<file path="src/design/border_extended_pixel_store_macros.svh">
// ----------------------------------------------------------------------------
// Assertion macros for the border-extended pixel store
// Each macro reports through $error; define NO_ASSERTIONS to drop them.
// ----------------------------------------------------------------------------
`ifndef BORDER_EXTENDED_PIXEL_STORE_MACROS_SVH
`define BORDER_EXTENDED_PIXEL_STORE_MACROS_SVH

`ifndef NO_ASSERTIONS

// same-cycle implication
`define BEP_ASSERT_SAME(label, clk, rstn, ante, cons) \
    label: assert property (@(posedge clk) disable iff (!(rstn)) (ante) |-> (cons)) \
        else $error("bep assertion failed");

// next-cycle implication
`define BEP_ASSERT_NEXT(label, clk, rstn, ante, cons) \
    label: assert property (@(posedge clk) disable iff (!(rstn)) (ante) |=> (cons)) \
        else $error("bep assertion failed");

`else

`define BEP_ASSERT_SAME(label, clk, rstn, ante, cons)
`define BEP_ASSERT_NEXT(label, clk, rstn, ante, cons)

`endif

`endif

</file>
<file path="src/design/bep_pkg.sv">
// ----------------------------------------------------------------------------
// bep_pkg
// Types and fixed constants shared by the border-extended pixel store.
// ----------------------------------------------------------------------------
package bep_pkg;

    localparam int SIZE_W    = 9;   // image_width / image_height registers
    localparam int COORD_W   = 10;  // signed col / row
    localparam int IDX_W     = 9;   // remapped in-image coordinate
    localparam int PIXEL_W   = 16;
    localparam int CFG_IDX_W = 2;
    localparam int S_TDATA_W = 40;  // col, row, pixel_in, padded to bytes
    localparam int M_TDATA_W = 16;

    localparam logic FUNC_WRITE = 1'b0;
    localparam logic FUNC_READ  = 1'b1;

    localparam logic [CFG_IDX_W-1:0] REG_IMAGE_WIDTH  = 2'd0;
    localparam logic [CFG_IDX_W-1:0] REG_IMAGE_HEIGHT = 2'd1;
    localparam logic [CFG_IDX_W-1:0] REG_BORDER_MODE  = 2'd2;

    typedef enum logic [1:0] {
        BORDER_BLACK   = 2'd0,
        BORDER_CLAMP   = 2'd1,
        BORDER_WRAP    = 2'd2,
        BORDER_REFLECT = 2'd3
    } border_mode_t;

    typedef struct packed {
        logic [IDX_W-1:0] idx;      // coordinate after border handling
        logic             outside;  // raw coordinate outside [0, size)
    } coord_map_t;

endpackage

</file>
<file path="src/design/bep_coord_map.sv">
// ----------------------------------------------------------------------------
// bep_coord_map
// Maps one signed coordinate into [0, size-1] for the selected border mode.
// ----------------------------------------------------------------------------
module bep_coord_map (
    input  logic signed [bep_pkg::COORD_W-1:0] coord,
    input  logic        [bep_pkg::SIZE_W-1:0]  size,
    input  bep_pkg::border_mode_t              mode,
    output bep_pkg::coord_map_t                result
);
    import bep_pkg::*;

    localparam int EXT_W = 12;

    logic signed [EXT_W-1:0] c_ext;
    logic signed [EXT_W-1:0] s_ext;
    logic signed [EXT_W-1:0] mapped;
    logic signed [EXT_W-1:0] refl;
    logic                    below;
    logic                    above;

    assign c_ext = EXT_W'(coord);
    assign s_ext = $signed({{(EXT_W-SIZE_W){1'b0}}, size});
    assign below = c_ext < 0;
    assign above = c_ext >= s_ext;

    always_comb begin
        refl = above ? (s_ext + s_ext - EXT_W'(2) - c_ext) : c_ext;
        case (mode)
            BORDER_WRAP: begin
                if (below) begin
                    mapped = c_ext + s_ext;
                end else if (above) begin
                    mapped = c_ext - s_ext;
                end else begin
                    mapped = c_ext;
                end
            end
            BORDER_REFLECT: begin
                mapped = (refl < 0) ? -refl : refl;
            end
            default: begin
                mapped = c_ext;
            end
        endcase

        // final saturation to the active range
        if (mapped >= s_ext) begin
            result.idx = IDX_W'(s_ext - EXT_W'(1));
        end else if (mapped < 0) begin
            result.idx = '0;
        end else begin
            result.idx = IDX_W'(mapped);
        end
        result.outside = below || above;
    end

endmodule
</file>
<file path="config.mk">
export PLATFORM = sky130hd
export DESIGN_NAME = bep_coord_map
export DESIGN_NICKNAME = d
export VERILOG_FILES = /design/src/design/border_extended_pixel_store_macros.svh /design/src/design/bep_pkg.sv /design/src/design/bep_coord_map.sv
export SDC_FILE = /design/constraint.sdc
export NUM_CORES = 1
export LEC_CHECK = 0
export ABC_AREA = 1
export BUFFER_PORTS_ARGS = -buffer_cell sky130_fd_sc_hd__buf_2
export CORE_MARGIN = 1
export CORE_UTILIZATION = 64
export DETAILED_ROUTE_END_ITERATION = 16
export GPL_ROUTABILITY_DRIVEN = 0
export GPL_TIMING_DRIVEN = 1
export MAX_ROUTING_LAYER = met4
export PLACE_DENSITY = 0.86
export RECOVER_POWER = 100
export SLEW_MARGIN = 20
export SYNTH_ARGS = -nofsm -noshare
export SYNTH_HDL_FRONTEND = slang
export SYNTH_SLANG_ARGS = --single-unit
</file>
<file path="constraint.sdc">
create_clock -name vclk -period 5.72
set_input_delay 0.286 -clock vclk [all_inputs]
set_output_delay 0.286 -clock vclk [all_outputs]
set_load 0.01 [all_outputs]
</file>
==> run_results.csv <==
group,metric,value,unit
outcome,outcome,"finished, final reports clean",
worst_setup_path,worst_path_most_repeated_cell,"nand2_1",
sta,rsz0062_at_grt,"no",
sta,worst_slack,461,ps
worst_setup_path,crit_fanout,13,
power,leakagePower,0.00173,uW
finish,antenna_cells,0,
finish,fin_util,0.699,
floorplanning,dieHeight,69.6,um
finish,nFillCells,435,
power,peakVddDrop,0.0000517,V
sta,setup_violations,0,
cts,post-cts-setup-buffer-count,0,
logic_synthesis,netlist.area_leader.share,0.169,
power,power_density,120,mW/mm^2
worst_setup_path,cp-start-kind,"primary input",
power,intPower,124,uW
detailed_routing,drt-wirelength-per-cell,14.8,um
finish,nFlopsAndLatches,0,
global_routing,grtUsageTotal,0.365,
sta,fin_crit_sh,0.919,
finish,fin_nets,602,
floorplanning,fp-row-count,24,
global_routing,grt_remaining_overflow,0,
finish,layout-drive-gt1-share,0.128,
logic_synthesis,syn_inst,515,
detailed_routing,final_antenna_net_count,0,
finish,seq_area,0,um^2
finish,stdcell_count,589,
logic_synthesis,yosys_warnings,0,
worst_setup_path,critical_path_required,5430,ps
worst_setup_path,arrival,4970,ps
sta,whs,1040,ps
sta,period_needed,5260,ps
worst_hold_path,min_path_type,"primary input to output port",
floorplanning,initial_core_util,0.668,
logic_synthesis,synthTopCellsByCount,"132 x nand2_1, 78 x inv_1, 57 x nand3_1",
finish,clkbuf_count,0,
global_routing,grt_pass1_vias,3193,
finish,area_growth,4.74,%
floorplanning,io_pins,31,
flow_run,max-cap-violations,0,
placement,port_buffers,31,
detailed_routing,wirelength,8740,um
detailed_routing,vias,3453,
sta,fin_setup_tns,0,ps
placement,place_ws,519,ps
sta,maxSlewHeadroom,0.644,
logic_synthesis,yosysTopAreaCell,"nand2_1",
global_routing,antenna_found_initial,0,
logic_synthesis,ys_seq_area_frac,0,
detailed_routing,viasPerCell,5.86,
sta,drv_slew,0,
logic_synthesis,syn-num-nets,578,
floorplanning,core,0.00438,mm^2
logic_synthesis,post-synth-top-count-cell,"nand2_1",
cts,cts_resized,0,
power,p_switching,244,uW
detailed_routing,drc_errors,0,
worst_setup_path,criticalPathCategory,"primary input to output port",
logic_synthesis,syn_area_per_cell,5.69,um^2
global_routing,grt_pass1_wl,14400,um
detailed_routing,firstDrtPassIters,5,
finish,multi_input_area,0.00252,mm^2
power,clockPowerShare,0,
power,pwr-share-comb,1.000,
sta,hold_viol_final,0,
sta,timing.fmax,190,MHz
logic_synthesis,synth.distinct_cells,39,
sta,worstMarginPinSlew,528,ps
power,switching_share,0.663,
floorplanning,die_w,69.6,um
placement,hpwl,7290,um
logic_synthesis,syn_area,0.00293,mm^2
worst_setup_path,critPathMaxStageDelay,330,ps
detailed_routing,drt_iter0_markers,305,
global_routing,grt_max_degree,25,
cts,ctsHoldBuffers,0,
logic_synthesis,synth_area_leaders,"nand2_1 17%, ha_1 17%, inv_1 10%",
worst_setup_path,critPathCaptureType,"output port",
worst_setup_path,slowest_stage,"ha_1",
placement,dp_cells,589,
power,seqPwrFrac,0,
floorplanning,die_area,0.00485,mm^2
worst max-delay path, delay by kind of cell:
| kind | cells | cell delay, ps |
|---|---|---|
| compound gates | 5 | 800 |
| xor+xnor | 2 | 440 |
| fa+ha+maj | 3 | 840 |
| buf+inv | 7 | 760 |
| simple gates | 19 | 1840 |
logic make-up after synthesis:
group                    share of synthesized area
AND/OR/NAND/NOR                              0.463
buffers and inverters                        0.138
AO/OA/AOI/OAI                                0.152
adder cells (fa/ha/maj)                      0.187
XOR/XNOR                                    0.0598
stage by stage:
| step | area, um^2 | power, uW |
|---|---|---|
| 2_1_floorplan | 2930 | 275 |
| 3_3_place_gp | 3080 | 351 |
| 3_5_place_dp | 3080 | 359 |
| 4_1_cts | 3080 | 361 |
| 5_1_grt | 3070 | 407 |
| 6_report | 3070 | 368 |
power groups by stage:
stage / logic, uW / registers, uW / clock network (uW)
6_report: 368 / 0 / 0
5_1_grt: 407 / 0 / 0
4_1_cts: 361 / 0 / 0
3_5_place_dp: 359 / 0 / 0
3_3_place_gp: 351 / 0 / 0
2_1_floorplan: 275 / 0 / 0
area by class of cell:
class,instances,share of cell area
Multi-Input combinational cell,419,0.820
Tap cell,52,0.0212
Inverter,86,0.107
Timing Repair Buffer,32,0.0514
cell usage in the layout, fill, tap and decap left out, drive strengths merged:
master / count
inv: 84
o211ai: 6
a211oi: 2
nand2: 149
a21oi: 31
fa: 3
xnor2: 2
clkinv: 2
buf: 28
nand3b: 1
o21ai: 22
nor2: 48
a32oi: 2
a21boi: 1
o311ai: 1
clkbuf: 4
nor3: 4
o221ai: 1
nand4: 9
nor4: 1
ha: 39
or2: 1
o21bai: 5
nand3: 68
xor2: 18
a31oi: 5
routing by layer:
layer  part of all wire  track usage
met1               0.43        0.448
met2               0.49        0.646
met3              0.061       0.0145
met4              0.026        0.109
met5                  0            -
path summary, 6_finish.rpt:
kind                  startpoint   endpoint  slack (ps)  depth (start not counted)
worst max-delay path     size[1]  result[8]         460                         36
worst min-delay path     size[0]  result[1]        1040                          5
No activity file was read; power rests on OpenSTA's default activity.
